[src/rtl/bspf_pkg.sv]
// Shared types, constants and helpers of the byte-stuffed packet framer.
`timescale 1ns / 1ps
package bspf_pkg;

    localparam int BYTE_W     = 8;
    localparam int APB_DATA_W = 32;
    localparam int APB_ADDR_W = 4;
    localparam int JOBQ_DEPTH = 2;
    localparam int NUM_SLOTS  = 8;

    localparam logic [BYTE_W-1:0] CHECK_MOD     = 8'd255;
    localparam logic [BYTE_W-1:0] COUNT_LAST    = 8'd254;
    localparam logic [BYTE_W-1:0] RST_START     = 8'd2;
    localparam logic [BYTE_W-1:0] RST_END       = 8'd3;
    localparam logic [BYTE_W-1:0] RST_QUOTE     = 8'd16;

    localparam logic [1:0] REG_START = 2'd0;
    localparam logic [1:0] REG_END   = 2'd1;
    localparam logic [1:0] REG_QUOTE = 2'd2;

    // Output slot positions of one request, in line order.
    localparam int SLOT_START = 0;
    localparam int SLOT_CNT_Q = 1;
    localparam int SLOT_CNT   = 2;
    localparam int SLOT_PAY_Q = 3;
    localparam int SLOT_PAY   = 4;
    localparam int SLOT_SUM_Q = 5;
    localparam int SLOT_SUM   = 6;
    localparam int SLOT_END   = 7;

    typedef logic [BYTE_W-1:0]    t_byte;
    typedef logic [NUM_SLOTS-1:0] t_slots;

    typedef struct packed {
        t_byte start_byte;
        t_byte end_byte;
        t_byte quote_byte;
    } t_cfg;

    typedef struct packed {
        t_slots mask;
        t_byte  pay;
        t_byte  cnt;
        t_byte  sum;
    } t_job;

    function automatic logic is_reserved(t_byte b, t_cfg c);
        is_reserved = (b == c.start_byte) || (b == c.end_byte) || (b == c.quote_byte);
    endfunction

endpackage

[src/rtl/bspf_front.sv]
// Front end: accepts packet bytes, keeps check sum and packet counter, builds jobs.
`timescale 1ns / 1ps
module bspf_front (
    input  logic           i_clk,
    input  logic           i_rst_n,
    input  logic           i_accept,
    input  bspf_pkg::t_byte i_payload_byte,
    input  logic           i_first_in,
    input  logic           i_last_in,
    input  bspf_pkg::t_cfg i_cfg,
    output bspf_pkg::t_job o_job
);
    import bspf_pkg::*;

    t_byte         r_sum, n_sum;
    t_byte         r_cnt, n_cnt;
    t_byte         sum_base;
    logic [BYTE_W:0] sum_wide;
    t_slots        mask;

    assign sum_base = i_first_in ? '0 : r_sum;
    assign sum_wide = {1'b0, sum_base} + {1'b0, i_payload_byte};

    always_comb begin
        if (sum_wide >= {1'b0, CHECK_MOD}) begin
            n_sum = BYTE_W'(sum_wide - {1'b0, CHECK_MOD});
        end else begin
            n_sum = sum_wide[BYTE_W-1:0];
        end
        n_cnt = r_cnt;
        if (i_last_in) begin
            n_cnt = (r_cnt == COUNT_LAST) ? '0 : r_cnt + 1'b1;
        end
    end

    always_comb begin
        mask             = '0;
        mask[SLOT_START] = i_first_in;
        mask[SLOT_CNT_Q] = i_first_in & is_reserved(r_cnt, i_cfg);
        mask[SLOT_CNT]   = i_first_in;
        mask[SLOT_PAY_Q] = is_reserved(i_payload_byte, i_cfg);
        mask[SLOT_PAY]   = 1'b1;
        mask[SLOT_SUM_Q] = i_last_in & is_reserved(n_sum, i_cfg);
        mask[SLOT_SUM]   = i_last_in;
        mask[SLOT_END]   = i_last_in;
    end

    assign o_job = '{mask: mask, pay: i_payload_byte, cnt: r_cnt, sum: n_sum};

    always_ff @(posedge i_clk) begin
        if (!i_rst_n) begin
            r_sum <= '0;
            r_cnt <= '0;
        end else if (i_accept) begin
            r_sum <= n_sum;
            r_cnt <= n_cnt;
        end
    end

    a_sum_range: assert property (@(posedge i_clk) disable iff (!i_rst_n)
        r_sum != CHECK_MOD) else $error("check sum left its modulo range");
    a_cnt_step: assert property (@(posedge i_clk) disable iff (!i_rst_n)
        (i_accept && !i_last_in) |=> $stable(r_cnt))
        else $error("packet counter moved without a last byte");

endmodule

[src/rtl/bspf_jobq.sv]
// Short job queue between the front end and the line sequencer.
`timescale 1ns / 1ps
module bspf_jobq #(
    parameter int P_DEPTH = bspf_pkg::JOBQ_DEPTH
) (
    input  logic           i_clk,
    input  logic           i_rst_n,
    input  logic           i_wr,
    input  bspf_pkg::t_job i_job,
    output logic           o_full,
    input  logic           i_rd,
    output logic           o_valid,
    output bspf_pkg::t_job o_job
);
    import bspf_pkg::*;

    localparam int PTR_W = (P_DEPTH > 1) ? $clog2(P_DEPTH) : 1;
    localparam int CNT_W = $clog2(P_DEPTH + 1);
    localparam logic [PTR_W-1:0] PTR_LAST = PTR_W'(P_DEPTH - 1);
    localparam logic [CNT_W-1:0] CNT_FULL = CNT_W'(P_DEPTH);

    t_job             r_mem [P_DEPTH];
    logic [PTR_W-1:0] r_wptr, r_rptr;
    logic [CNT_W-1:0] r_cnt;
    logic             wr_en, rd_en;

    assign o_full  = (r_cnt == CNT_FULL);
    assign o_valid = (r_cnt != '0);
    assign o_job   = r_mem[r_rptr];
    assign wr_en   = i_wr & ~o_full;
    assign rd_en   = i_rd & o_valid;

    always_ff @(posedge i_clk) begin
        if (wr_en) begin
            r_mem[r_wptr] <= i_job;
        end
    end

    always_ff @(posedge i_clk) begin
        if (!i_rst_n) begin
            r_wptr <= '0;
            r_rptr <= '0;
            r_cnt  <= '0;
        end else begin
            if (wr_en) begin
                r_wptr <= (r_wptr == PTR_LAST) ? '0 : r_wptr + 1'b1;
            end
            if (rd_en) begin
                r_rptr <= (r_rptr == PTR_LAST) ? '0 : r_rptr + 1'b1;
            end
            if (wr_en && !rd_en) begin
                r_cnt <= r_cnt + 1'b1;
            end else if (rd_en && !wr_en) begin
                r_cnt <= r_cnt - 1'b1;
            end
        end
    end

    a_cnt_bound: assert property (@(posedge i_clk) disable iff (!i_rst_n)
        r_cnt <= CNT_FULL) else $error("job queue count overflow");

endmodule

[src/rtl/bspf_back.sv]
// Line sequencer: walks the slots of the head job and emits one line byte per cycle while pop stays high.
`timescale 1ns / 1ps
module bspf_back (
    input  logic           i_clk,
    input  logic           i_rst_n,
    input  bspf_pkg::t_cfg i_cfg,
    input  logic           i_head_valid,
    input  bspf_pkg::t_job i_head,
    output logic           o_head_done,
    input  logic           i_pop,
    output logic           o_empty,
    output bspf_pkg::t_byte o_line_byte,
    output logic           o_run_end
);
    import bspf_pkg::*;

    t_slots r_sent, n_sent;
    logic   r_ovalid;
    t_byte  r_obyte;
    logic   r_oend;
    t_slots remain;
    t_slots pick;
    logic   advance;
    logic   last_slot;
    t_byte  sel_byte;

    assign remain    = i_head.mask & ~r_sent;
    assign pick      = remain & (~remain + 1'b1);
    assign last_slot = (remain == pick);
    assign advance   = i_head_valid & (~r_ovalid | i_pop);
    assign o_head_done = advance & last_slot;

    always_comb begin
        priority if (pick[SLOT_START]) begin
            sel_byte = i_cfg.start_byte;
        end else if (pick[SLOT_CNT_Q] || pick[SLOT_PAY_Q] || pick[SLOT_SUM_Q]) begin
            sel_byte = i_cfg.quote_byte;
        end else if (pick[SLOT_CNT]) begin
            sel_byte = i_head.cnt;
        end else if (pick[SLOT_PAY]) begin
            sel_byte = i_head.pay;
        end else if (pick[SLOT_SUM]) begin
            sel_byte = i_head.sum;
        end else begin
            sel_byte = i_cfg.end_byte;
        end
    end

    always_comb begin
        n_sent = r_sent;
        if (advance) begin
            n_sent = last_slot ? '0 : (r_sent | pick);
        end
    end

    always_ff @(posedge i_clk) begin
        if (!i_rst_n) begin
            r_sent   <= '0;
            r_ovalid <= 1'b0;
        end else begin
            r_sent <= n_sent;
            if (advance) begin
                r_ovalid <= 1'b1;
            end else if (i_pop) begin
                r_ovalid <= 1'b0;
            end
        end
    end

    always_ff @(posedge i_clk) begin
        if (advance) begin
            r_obyte <= sel_byte;
            r_oend  <= last_slot;
        end
    end

    assign o_empty     = ~r_ovalid;
    assign o_line_byte = r_obyte;
    assign o_run_end   = r_oend;

    a_sent_idle: assert property (@(posedge i_clk) disable iff (!i_rst_n)
        !i_head_valid |-> (r_sent == '0)) else $error("slots marked without a job");
    a_sent_sub: assert property (@(posedge i_clk) disable iff (!i_rst_n)
        i_head_valid |-> ((r_sent & ~i_head.mask) == '0))
        else $error("sent slot outside job mask");

endmodule

[src/rtl/byte_stuffed_packet_framer_unit.sv]
// Top level of the byte-stuffed packet framer: config registers and unit wiring.
`timescale 1ns / 1ps
// Usage:
//   Input queue side: drive i_payload_byte, i_first_in, i_last_in with push;
//   a request is taken on a clock edge with push high and full low.
//   Output queue side: while empty is low, o_line_byte and o_run_end show the
//   oldest line byte; pop high at a clock edge takes it. o_run_end marks the
//   last line byte caused by one request.
//   Each request yields 1 to 8 line bytes: start byte and stuffed counter on a
//   first byte, the stuffed payload byte, stuffed check byte and end byte on a
//   last byte. The line sequencer emits one byte per cycle while pop stays high;
//   a request's first line byte passes the job queue and then the output register.
//   A two-entry job queue decouples the front end, so requests keep flowing
//   while the sequencer works. When pop stays low, the output register holds,
//   the job queue fills and full rises.
//   Config: APB port, start byte at 0x0, end byte at 0x4, quote byte at 0x8;
//   write only while the block is idle.
//   Reset (synchronous, active low) restores 0x02 / 0x03 / 0x10, clears check
//   sum, packet counter, queue and output register.
module byte_stuffed_packet_framer_unit #(
    parameter int P_JOBQ_DEPTH = bspf_pkg::JOBQ_DEPTH
) (
    input  logic                                i_clk,
    input  logic                                i_rst_n,
    input  logic                                push,
    output logic                                full,
    input  bspf_pkg::t_byte                     i_payload_byte,
    input  logic                                i_first_in,
    input  logic                                i_last_in,
    output logic                                empty,
    input  logic                                pop,
    output bspf_pkg::t_byte                     o_line_byte,
    output logic                                o_run_end,
    input  logic                                psel,
    input  logic                                penable,
    input  logic                                pwrite,
    input  logic [bspf_pkg::APB_ADDR_W-1:0]     paddr,
    input  logic [bspf_pkg::APB_DATA_W-1:0]     pwdata,
    output logic [bspf_pkg::APB_DATA_W-1:0]     prdata,
    output logic                                pready
);
    import bspf_pkg::*;

    t_cfg   r_cfg;
    t_job   front_job, head_job;
    logic   q_full, head_valid, head_done, in_accept, cfg_wr;
    logic [1:0] reg_idx;

    assign pready    = 1'b1;
    assign reg_idx   = paddr[3:2];
    assign cfg_wr    = psel & penable & pwrite;
    assign full      = q_full;
    assign in_accept = push & ~q_full;

    always_ff @(posedge i_clk) begin
        if (!i_rst_n) begin
            r_cfg.start_byte <= RST_START;
            r_cfg.end_byte   <= RST_END;
            r_cfg.quote_byte <= RST_QUOTE;
        end else if (cfg_wr) begin
            unique case (reg_idx)
                REG_START: r_cfg.start_byte <= pwdata[BYTE_W-1:0];
                REG_END:   r_cfg.end_byte   <= pwdata[BYTE_W-1:0];
                REG_QUOTE: r_cfg.quote_byte <= pwdata[BYTE_W-1:0];
                default:   ;
            endcase
        end
    end

    always_comb begin
        unique case (reg_idx)
            REG_START: prdata = APB_DATA_W'(r_cfg.start_byte);
            REG_END:   prdata = APB_DATA_W'(r_cfg.end_byte);
            REG_QUOTE: prdata = APB_DATA_W'(r_cfg.quote_byte);
            default:   prdata = '0;
        endcase
    end

    bspf_front u_front (
        .i_clk          (i_clk),
        .i_rst_n        (i_rst_n),
        .i_accept       (in_accept),
        .i_payload_byte (i_payload_byte),
        .i_first_in     (i_first_in),
        .i_last_in      (i_last_in),
        .i_cfg          (r_cfg),
        .o_job          (front_job)
    );

    bspf_jobq #(
        .P_DEPTH (P_JOBQ_DEPTH)
    ) u_jobq (
        .i_clk   (i_clk),
        .i_rst_n (i_rst_n),
        .i_wr    (push),
        .i_job   (front_job),
        .o_full  (q_full),
        .i_rd    (head_done),
        .o_valid (head_valid),
        .o_job   (head_job)
    );

    bspf_back u_back (
        .i_clk        (i_clk),
        .i_rst_n      (i_rst_n),
        .i_cfg        (r_cfg),
        .i_head_valid (head_valid),
        .i_head       (head_job),
        .o_head_done  (head_done),
        .i_pop        (pop),
        .o_empty      (empty),
        .o_line_byte  (o_line_byte),
        .o_run_end    (o_run_end)
    );

endmodule

[config.mk]
export PLATFORM = sky130hd
export DESIGN_NAME = byte_stuffed_packet_framer_unit
export DESIGN_NICKNAME = d
export VERILOG_FILES = /design/src/rtl/bspf_pkg.sv /design/src/rtl/bspf_front.sv /design/src/rtl/bspf_jobq.sv /design/src/rtl/bspf_back.sv /design/src/rtl/byte_stuffed_packet_framer_unit.sv
export SDC_FILE = /design/constraint.sdc
export NUM_CORES = 1
export LEC_CHECK = 0
export ABC_CLOCK_PERIOD_IN_PS = 10300
export CAP_MARGIN = 0
export CORE_MARGIN = 3
export CORE_UTILIZATION = 40
export DETAILED_ROUTE_END_ITERATION = 7
export DONT_BUFFER_PORTS = 1
export GPL_TIMING_DRIVEN = 0
export HOLD_SLACK_MARGIN = 0.12
export SYNTH_ARGS = -nofsm -noshare
export SYNTH_HDL_FRONTEND = slang
export SYNTH_SLANG_ARGS = --single-unit
[constraint.sdc]
create_clock -name i_clk -period 10.3 [get_ports i_clk]
set_clock_uncertainty 0.2 [all_clocks]
set_input_delay 0.515 -clock i_clk [delete_from_list [all_inputs] [get_ports i_clk]]
set_output_delay 0.515 -clock i_clk [all_outputs]
set_load 0.02 [all_outputs]
# After elaboration in Yosys (flattened, before gate mapping)
# Memories as Yosys holds them, arrays and structs flattened. A register that Yosys moved wholly into a read port is not among the register bits.
# Cells that the tools add are included.
dict set report classes {
  n_lt_le_gt_ge 1
  n_eq_ne 14
  n_mux 20
  n_reduce_logical 20
  add_sub_neg 8
  n_bitwise 16
}
# op n
set op_table {}
lappend op_table {{$eq 8x8->1} 10}
lappend op_table {{$mux 8} 9}
lappend op_table {{$pmux 8 s3} 1}
lappend op_table {{$add 8x1->8 const B} 2}
lappend op_table {{$and 8x8->8} 2}
lappend op_table {{$not 8->8} 2}
lappend op_table {{$add 8x8->9} 1}
lappend op_table {{$ge 9x8->1 const B} 1}
lappend op_table {{$and 1x1->1} 8}
lappend op_table {{$eq 8x8->1 const B} 1}
lappend op_table {{$logic_or 1x1->1} 8}
lappend op_table {{$mux 1} 8}
lappend op_table {{$or 8x8->8} 1}
lappend op_table {{$reduce_and 2->1} 4}
lappend op_table {{$sub 8x8->8 const B} 1}
lappend op_table {{$reduce_bool 2->1} 3}
lappend op_table {{$eq 2x2->1 const B} 2}
lappend op_table {{$mux 2} 2}
lappend op_table {{$add 1x1->1 const B} 2}
lappend op_table {{$add 2x1->2 const B} 1}
lappend op_table {{$eq 2x1->1 const B} 1}
lappend op_table {{$logic_and 1x1->1} 2}
lappend op_table {{$logic_not 1->1} 2}
lappend op_table {{$logic_not 2->1} 1}
lappend op_table {{other kinds (3)} 4}
dict set report totals {
  ff_bits 62
  ramBits 62
  n_memories 1
  output_inout_bits 44
}
# name words word_bits read_ports rd_clocked_by_memory_dff wr line_no
set mem_list {}
lappend mem_list {u_jobq.r_mem 2 31 1 1 1 bspf_jobq.sv:22} ;# t_job r_mem [P_DEPTH];

# Logic depth before layout (Yosys ltp)
# Gate-level depths: netlist of run 1.
dict set report depth {
  word_depth 11
  depth_mapped 14
}

# Cells and area by module
# A second synthesis of run 1 with hierarchy kept.
dict set report unflattened {
  cells_unflattened 829
  area_unflattened_um2 8235.4
}
# module cells_each area_each_um2 instances
set modules_own_cells {}
lappend modules_own_cells {bspf_front 424 3131.8 1}
lappend modules_own_cells {bspf_jobq 125 2538.7 1}
lappend modules_own_cells {byte_stuffed_packet_framer_unit 152 1371.3 1}
lappend modules_own_cells {bspf_back 128 1193.6 1}

# Worst setup path before layout of run 1
# Ideal clock, no wire load.
dict set report synth_timing {
  kind {input to register}
  start {in i_first_in}
  end {mem u_jobq.r_mem[0][28] in the netlist's numbering (data pin)}
  required_ns 9.945
  n_path_buf 0
  path_stages 12
  path_slack_ns 6.312
  setup_ns 0.155
  arrival_ns 3.634
  path_cell_list {nor2b_1 > ha_1 > fa_1 > a21o_1 > a221oi_2 > o21ai_0 > and3_1 > or4_1 > or4_1 > a2111oi_2 > nor2_1 > o21ai_1}
}
# item line_no
set synth_rtl {}
lappend synth_rtl {{start: declaration} byte_stuffed_packet_framer_unit.sv:28} ;# input logic i_first_in,
lappend synth_rtl {{end: declaration} bspf_jobq.sv:22}

==> flow_metrics.env, run 1 <==
export IMPL_p_int_mw=1.073
export IMPL_htreeDepth=4
export IMPL_initial_utilization_pct=41.52
export IMPL_power_frac_comb_pct=21.6
export IMPL_area_delta_synth_final_pct=16.15
export IMPL_pwr_share_seq_pct=39.4
export IMPL_cts_tree="yes"
export IMPL_ff2ff_setup_slack_ns=5.62
export IMPL_num_vias=5760
export IMPL_ir_drop_mv=0.1152
export IMPL_finalNonFillerCells=1055
export IMPL_io_buffers=0
export IMPL_synth_edff_count=67
export IMPL_drive_above_1_share_pct=9.036
export IMPL_rows=48
export IMPL_ys_flop_type="edfxtp_1"
export IMPL_finalCritPeriodShare_pct=45.39
export IMPL_ys_warn_count=0
export IMPL_finalSetupViolations=0
export IMPL_crit_type="reg2reg"
export IMPL_p_leak_nw=2.995
export IMPL_io_pins=97
export IMPL_die_area_sq_um=19860
export IMPL_antenna_found_initial=0
export IMPL_tightest_slew_ns=1.273
export IMPL_grt_max_degree=30
export IMPL_viasPerCell=5.460
export IMPL_layout_nets=883
export IMPL_cts_root_buf="clkbuf_16"
export IMPL_cp_num_buf_inv=0
export IMPL_die_w_um=140.9
export IMPL_drt_wl_total_mm=20.40
export IMPL_drc=0
export IMPL_ys_ff_latch=121
export IMPL_hpwl_mm=14.50
export IMPL_setup_ws_ns=5.624
export IMPL_drt_iter0_markers=442
export IMPL_startpoint_type="flip-flop"
export IMPL_relSlewSlack_pct=14.83
export IMPL_crit_path_end_kind="flip-flop"
export IMPL_ys_seq_area_share_pct=42.48
export IMPL_routedWlPerCell_um=19.33
export IMPL_avgSynthCellArea_sq_um=9.631
export IMPL_ant_nets=0
export IMPL_clock_power_share_pct=39.0
export IMPL_max_freq_mhz=213.9
export IMPL_synth_common_cells="67 x edfxtp_1, 67 x nor2_1, 62 x mux2i_1"
export IMPL_arrival_ns=4.67
export IMPL_rsz0062_at_grt="no"
export IMPL_dp_cells=1005
export IMPL_slowest_stage="o2bb2ai_1"
export IMPL_n_antenna_cell=0
export IMPL_path_cells="nor2b_1 -> ha_1 -> fa_1 -> ha_1 -> nand2_1 -> nor3_1 -> nand4_1 -> o2bb2ai_1 -> xnor2_1 -> nand4_1 -> a2111oi_1 -> nor2_1 -> o21ai_1"
export IMPL_synthArstFlopShare_pct=0
export IMPL_status="finished, final reports clean"
export IMPL_die_y_um=140.9
export IMPL_fin_crit_ns=4.676
export IMPL_grt_ovfl_total=0
export IMPL_power_density_nw_per_um2=180.9
export IMPL_maxCapViolations=0
export IMPL_p_sw_share_pct=29.82
export IMPL_cts_max_path_buffers=2
export IMPL_pre_cts_ws_ns=5.603
export IMPL_post_cts_setup_buffers=0
export IMPL_first_global_vias=5346
export IMPL_yosysTopAreaCell="edfxtp_1"
export IMPL_worstSkewPairLatency_ns=0.42
export IMPL_path_clk_slew_ns=0.06
export IMPL_critical_path_max_stage_delay_ns=0.77
export IMPL_core_area_sq_um=17540
export IMPL_gp_congestion=0.8893
export IMPL_synth_cell_area_sq_um=7281
export IMPL_slew_violations=0
export IMPL_yosys_area_top_type_share_pct=27.63
export IMPL_final_area_sq_um=8457
export IMPL_crit_fanout=8
export IMPL_syn_instance_count=756
export IMPL_p_sw_uw=456.2
export IMPL_drtPass1Iterations=5
export IMPL_numCtsBuffers=17
export IMPL_dpl_cell_area_sq_um=7682
export IMPL_hp_class="in2reg"
export IMPL_grt_pass1_wl_mm=31.22
export IMPL_hold_viol_final=0
export IMPL_grt_usage_pct=20.74
export IMPL_path_delay_family="compound AO/OA/AOI/OAI gates"
export IMPL_synth_cell_types=73
export IMPL_tns_ns=0
export IMPL_synth_area_top_cells="edfxtp_1 28%, dfxtp_1 15%, mux2i_1 8.5%"
export IMPL_cts_sinks=121
export IMPL_crit_required_ns=10.30
export IMPL_fin_util_pct=48.22
-- worst paths after layout --
path | from | end | cells after the start
setup / recovery | u_front.r_sum[0]$_SDFFE_PN0P_ | u_jobq.r_mem[0][28]$_DFFE_PP_ | 13
hold / removal | i_first_in | u_jobq.r_mem[1][25]$_DFFE_PP_ | 1
setup reg to reg | u_front.r_sum[0]$_SDFFE_PN0P_ | u_jobq.r_mem[0][28]$_DFFE_PP_ | 13
hold reg to reg | u_front.r_cnt[7]$_SDFFE_PN0P_ | u_jobq.r_mem[0][15]$_DFFE_PP_ | 0
-- registers in the layout, summed over array words and instances (netlist names), named ones only --
| signal | count |
|---|---|
| r_cfg | 24 |
| u_back.o_line_byte | 8 |
| u_back.o_run_end | 1 |
| u_back.r_ovalid | 1 |
| u_back.r_sent | 8 |
| u_front.r_cnt | 8 |
| u_front.r_sum | 8 |
| u_jobq.r_cnt | 2 |
| u_jobq.r_mem | 58 |
| u_jobq.r_rptr | 1 |
| u_jobq.r_wptr | 1 |
-- cell type report --
cell class	instances	area, sq um
plain buffers	84	420.4
clock buffers	19	442.9
clock inverters	13	151.4
fillers	1660	9080
inverters	14	52.55
multi-input cells	560	3815
flip-flops and latches	121	3093
well taps	225	281.5
repair buffers	19	200.2
-- metal layers --
layer  share of wire [%]  global-route usage [%]  vias to the layer above  routed length, um
met5                   0                       0                        -                  0
met4                 1.7                   5.048                        0                338
met3                 7.6                   5.733                       25               1545
met2                  45                   31.65                      180               9134
met1                  46                   29.29                     2779               9379
li1                    -                       -                     2776                  -
-- logic make-up after synthesis --
kind of cell / Yosys count / synth area share, %
fa+ha+maj: 15 / 2.612
flops: 121 / 42.48
other cells: 2 / 0.1031
mux: 63 / 8.833
simple gates: 245 / 17.08
buf+inv: 98 / 6.496
compound gates: 134 / 13.01
xor+xnor: 78 / 9.383
-- cell usage in the layout, fill, tap and decap left out, drive strengths merged, types with 5 or more instances in the layout --
| cell | n |
|---|---|
| dlygate4sd3 | 18 |
| conb | 25 |
| nand2 | 52 |
| buf | 41 |
| mux2i | 62 |
| a31oi | 6 |
| nand2b | 5 |
| or3 | 11 |
| clkinv | 6 |
| clkbuf | 63 |
| a211oi | 15 |
| inv | 14 |
| nand3 | 13 |
| and3 | 7 |
| dfxtp | 54 |
| and2 | 7 |
| nor2b | 32 |
| o21ai | 25 |
| o31ai | 11 |
| a21oi | 28 |
| edfxtp | 67 |
| xor2 | 18 |
| ha | 12 |
| nor3 | 15 |
| nor2 | 67 |
| xnor2 | 60 |
| nand4 | 17 |
| a21boi | 6 |
| o211a | 5 |
-- worst register-to-register path: cells and delay by family, from the launching register on --
| kind | cells | cell delay [ns] |
|---|---|---|
| AOI/OAI and AO/OA | 3 | 1.38 |
| xor gates and xnor gates | 1 | 0.20 |
| DFF | 1 | 0.31 |
| and+or+nand+nor | 6 | 1.18 |
| adders and majority gates | 3 | 1.20 |
-- repair_timing --
| item | 4_1_cts | 5_1_grt |
|---|---|---|
| resized for setup | 0 | 0 |
| hold endpoints to repair | 44 | 0 |
| hold buffers | 18 | 0 |
-- per-stage QoR --
| stage | power [mW] | hold WS (ns) |
|---|---|---|
| floorplan | 0.8492 | 0.2237 |
| global placement | 0.9248 | 0.2312 |
| detailed placement | 0.9297 | 0.2423 |
| CTS | 1.534 | 0.1539 |
| global route | 1.599 | 0.1562 |
| finish | 1.530 | 0.1704 |
-- power by group through the flow --
stage | combinational, mW | sequential (mW) | clock, mW
2_1_floorplan | 0.241 | 0.608 | 0
3_3_place_gp | 0.312 | 0.612 | 0
3_5_place_dp | 0.316 | 0.613 | 0
4_1_cts | 0.325 | 0.603 | 0.605
5_1_grt | 0.361 | 0.608 | 0.630
6_report | 0.330 | 0.603 | 0.597
Power figures use the tool's default switching activity.
==> run 2, diff against run 1 <==
ABC_CLOCK_PERIOD_IN_PS = 4660   (was 10300)
clock period = 4.66 ns   (was 10.3 ns; I/O delays follow)
==> run 2 against run 1 <==
  * Sequential share of layout area fell by 0.41 points
  * Global-route usage grew 0.49 points
  * Register-to-register slack lost 5.4 ns
  * Utilization grew 0.55 points
  * Critical path type unchanged
==> flow_metrics.env, run 2 (synthesis gave the netlist of run 1 again) <==
export IMPL_viasPerCell=5.441
export IMPL_ir_drop_mv=0.2557
export IMPL_finalSetupViolations=0
export IMPL_hold_viol_final=0
export IMPL_grt_usage_pct=21.23
export IMPL_n_antenna_cell=0
export IMPL_drt_wl_total_mm=20.88
export IMPL_hold_ws_ns=0.1962
export IMPL_ant_nets=0
export IMPL_status="finished, final reports clean"
export IMPL_holdPathEnd="u_front.r_sum[0]$_SDFFE_PN0P_"
export IMPL_numCtsBuffers=17
export IMPL_largestRegisters="u_jobq.r_mem x58, r_cfg x24"
export IMPL_cts_root_buf="clkbuf_16"
export IMPL_initial_utilization_pct=41.52
export IMPL_core_area_sq_um=17540
export IMPL_htreeDepth=4
export IMPL_slowest_stage="mux4_2"
export IMPL_relSlewSlack_pct=13.16
export IMPL_crit_fanout=5
export IMPL_layout_nets=889
export IMPL_cts_tree="yes"
export IMPL_crit_required_ns=4.66
export IMPL_ff2ff_setup_slack_ns=0.21
export IMPL_cts_sinks=121
export IMPL_tns_ns=0
export IMPL_die_w_um=140.9
export IMPL_grt_ovfl_total=0
export IMPL_finalNonFillerCells=1061
export IMPL_path_clk_slew_ns=0.06
export IMPL_layout_commonest_cell="edfxtp_1"
export IMPL_largest_reg_flops=58
export IMPL_nFillCells=1653
export IMPL_dpl_cell_area_sq_um=7682
export IMPL_area_delta_synth_final_pct=17.48
export IMPL_drc=0
export IMPL_worst_hold_path_num_cells=3
export IMPL_max_freq_mhz=224.5
export IMPL_cts_max_path_buffers=2
export IMPL_die_area_sq_um=19860
export IMPL_finalPower_mw=3.400
export IMPL_gp_congestion=0.8893
export IMPL_drive_above_1_share_pct=9.330
export IMPL_tightest_slew_ns=1.298
export IMPL_path_cells="nor2b_1 -> ha_1 -> fa_1 -> a21o_1 -> a221oi_4 -> xnor2_1 -> o21ai_1 -> o31ai_4 -> nand2_1 -> mux4_2 -> a2111oi_2 -> nor2_1 -> o21ai_1"
export IMPL_rows=48
export IMPL_crit_path_end_kind="flip-flop"
export IMPL_cp_num_buf_inv=0
export IMPL_fin_crit_ns=4.455
export IMPL_drt_iter0_markers=377
export IMPL_dp_cells=1005
export IMPL_hp_class="in2reg"
export IMPL_rsz0062_at_grt="no"
export IMPL_finalCritPeriodShare_pct=95.60
export IMPL_crit_type="reg2reg"
export IMPL_fin_util_pct=48.77
export IMPL_antenna_found_initial=0
export IMPL_startpoint_type="flip-flop"
export IMPL_largest_register="u_jobq.r_mem"
export IMPL_grt_max_degree=30
export IMPL_post_cts_setup_buffers=0
export IMPL_ff_latch_area_sq_um=3093
export IMPL_power_density_nw_per_um2=397.5
export IMPL_drtPass1Iterations=5
export IMPL_multi_input_area_sq_um=3851
export IMPL_final_area_sq_um=8553
export IMPL_path_delay_family="compound AO/OA/AOI/OAI gates"
export IMPL_die_y_um=140.9
export IMPL_arrival_ns=4.45
export IMPL_hpwl_mm=14.50
export IMPL_routedWlPerCell_um=19.68
export IMPL_r2r_end="u_jobq.r_mem[0][28]$_DFFE_PP_"
export IMPL_slew_violations=0
export IMPL_cpMostUsedCell="o21ai_1"
export IMPL_io_buffers=0
export IMPL_critical_path_max_stage_delay_ns=0.51
export IMPL_setup_ws_ns=0.2052
export IMPL_pre_cts_ws_ns=0.09859
export IMPL_first_global_vias=5416
export IMPL_rr_startpoint="u_front.r_sum[0]$_SDFFE_PN0P_"
export IMPL_grt_pass1_wl_mm=31.84
export IMPL_min_from="push"
export IMPL_p_leak_nw=3.031
export IMPL_worstSkewPairLatency_ns=0.41
export IMPL_reg2reg_depth=13
export IMPL_maxCapViolations=0
export IMPL_num_vias=5773
export IMPL_io_pins=97
export IMPL_most_common_layout_cells="67 x edfxtp_1, 66 x nor2_1, 62 x mux2i_1, 60 x xnor2_1, 54 x dfxtp_1"
==> run 2: routing by layer <==
metal / global-route usage [%] / routed length (um) / vias to the layer above
met5: 0 / 0 / -
met4: 5.864 / 401 / 0
met3: 5.970 / 1799 / 32
met2: 32.48 / 9335 / 221
met1: 29.55 / 9341 / 2736
li1: - / - / 2784
==> run 2: what timing repair did <==
item / in CTS / in global routing
hold endpoints to repair: 61 / 0
setup endpoints to repair: 0 / 2
resized for setup: 0 / 6
hold buffers: 24 / 0
==> run 2: final cells by class <==
class                   count  share of cell area [%]
inverters                  14                  0.6144
multi-input cells         560                   45.03
clock inverters            13                   1.770
clock buffers              19                   5.178
repair buffers             25                   3.043
plain buffers              84                   4.915
well taps                 225                   3.291
flip-flops and latches    121                   36.16
==> run 2: how the worst max path moves through the flow <==
stage                     depth (start not counted)                       endpoint                           from
after global routing                             13  u_jobq.r_mem[0][28]$_DFFE_PP_  u_front.r_sum[0]$_SDFFE_PN0P_
after CTS                                        13  u_jobq.r_mem[0][28]$_DFFE_PP_  u_front.r_sum[0]$_SDFFE_PN0P_
after floorplan                                  12  u_jobq.r_mem[0][28]$_DFFE_PP_  u_front.r_sum[0]$_SDFFE_PN0P_
after detailed placement                         13  u_jobq.r_mem[0][28]$_DFFE_PP_  u_front.r_sum[0]$_SDFFE_PN0P_
after global placement                           13  u_jobq.r_mem[1][28]$_DFFE_PP_  u_front.r_sum[0]$_SDFFE_PN0P_
final                                            13  u_jobq.r_mem[0][28]$_DFFE_PP_  u_front.r_sum[0]$_SDFFE_PN0P_
==> run 2: worst reg2reg max path, delay by kind of cell, from the launching register on <==
kind                       cells  cell delay [ns]
AOI/OAI and AO/OA              6             1.86
adders and majority gates      2             0.68
muxes                          1             0.51
and+or+nand+nor                3             0.40
DFF                            1             0.31
xor gates and xnor gates       1             0.29
==> run 2: where the power goes <==
| group | internal, mW | leakage [nW] | switching [mW] |
|---|---|---|---|
| clock | 0.848 | 0.280 | 0.475 |
| combinational | 0.265 | 1.67 | 0.480 |
| sequential | 1.26 | 1.08 | 0.0673 |
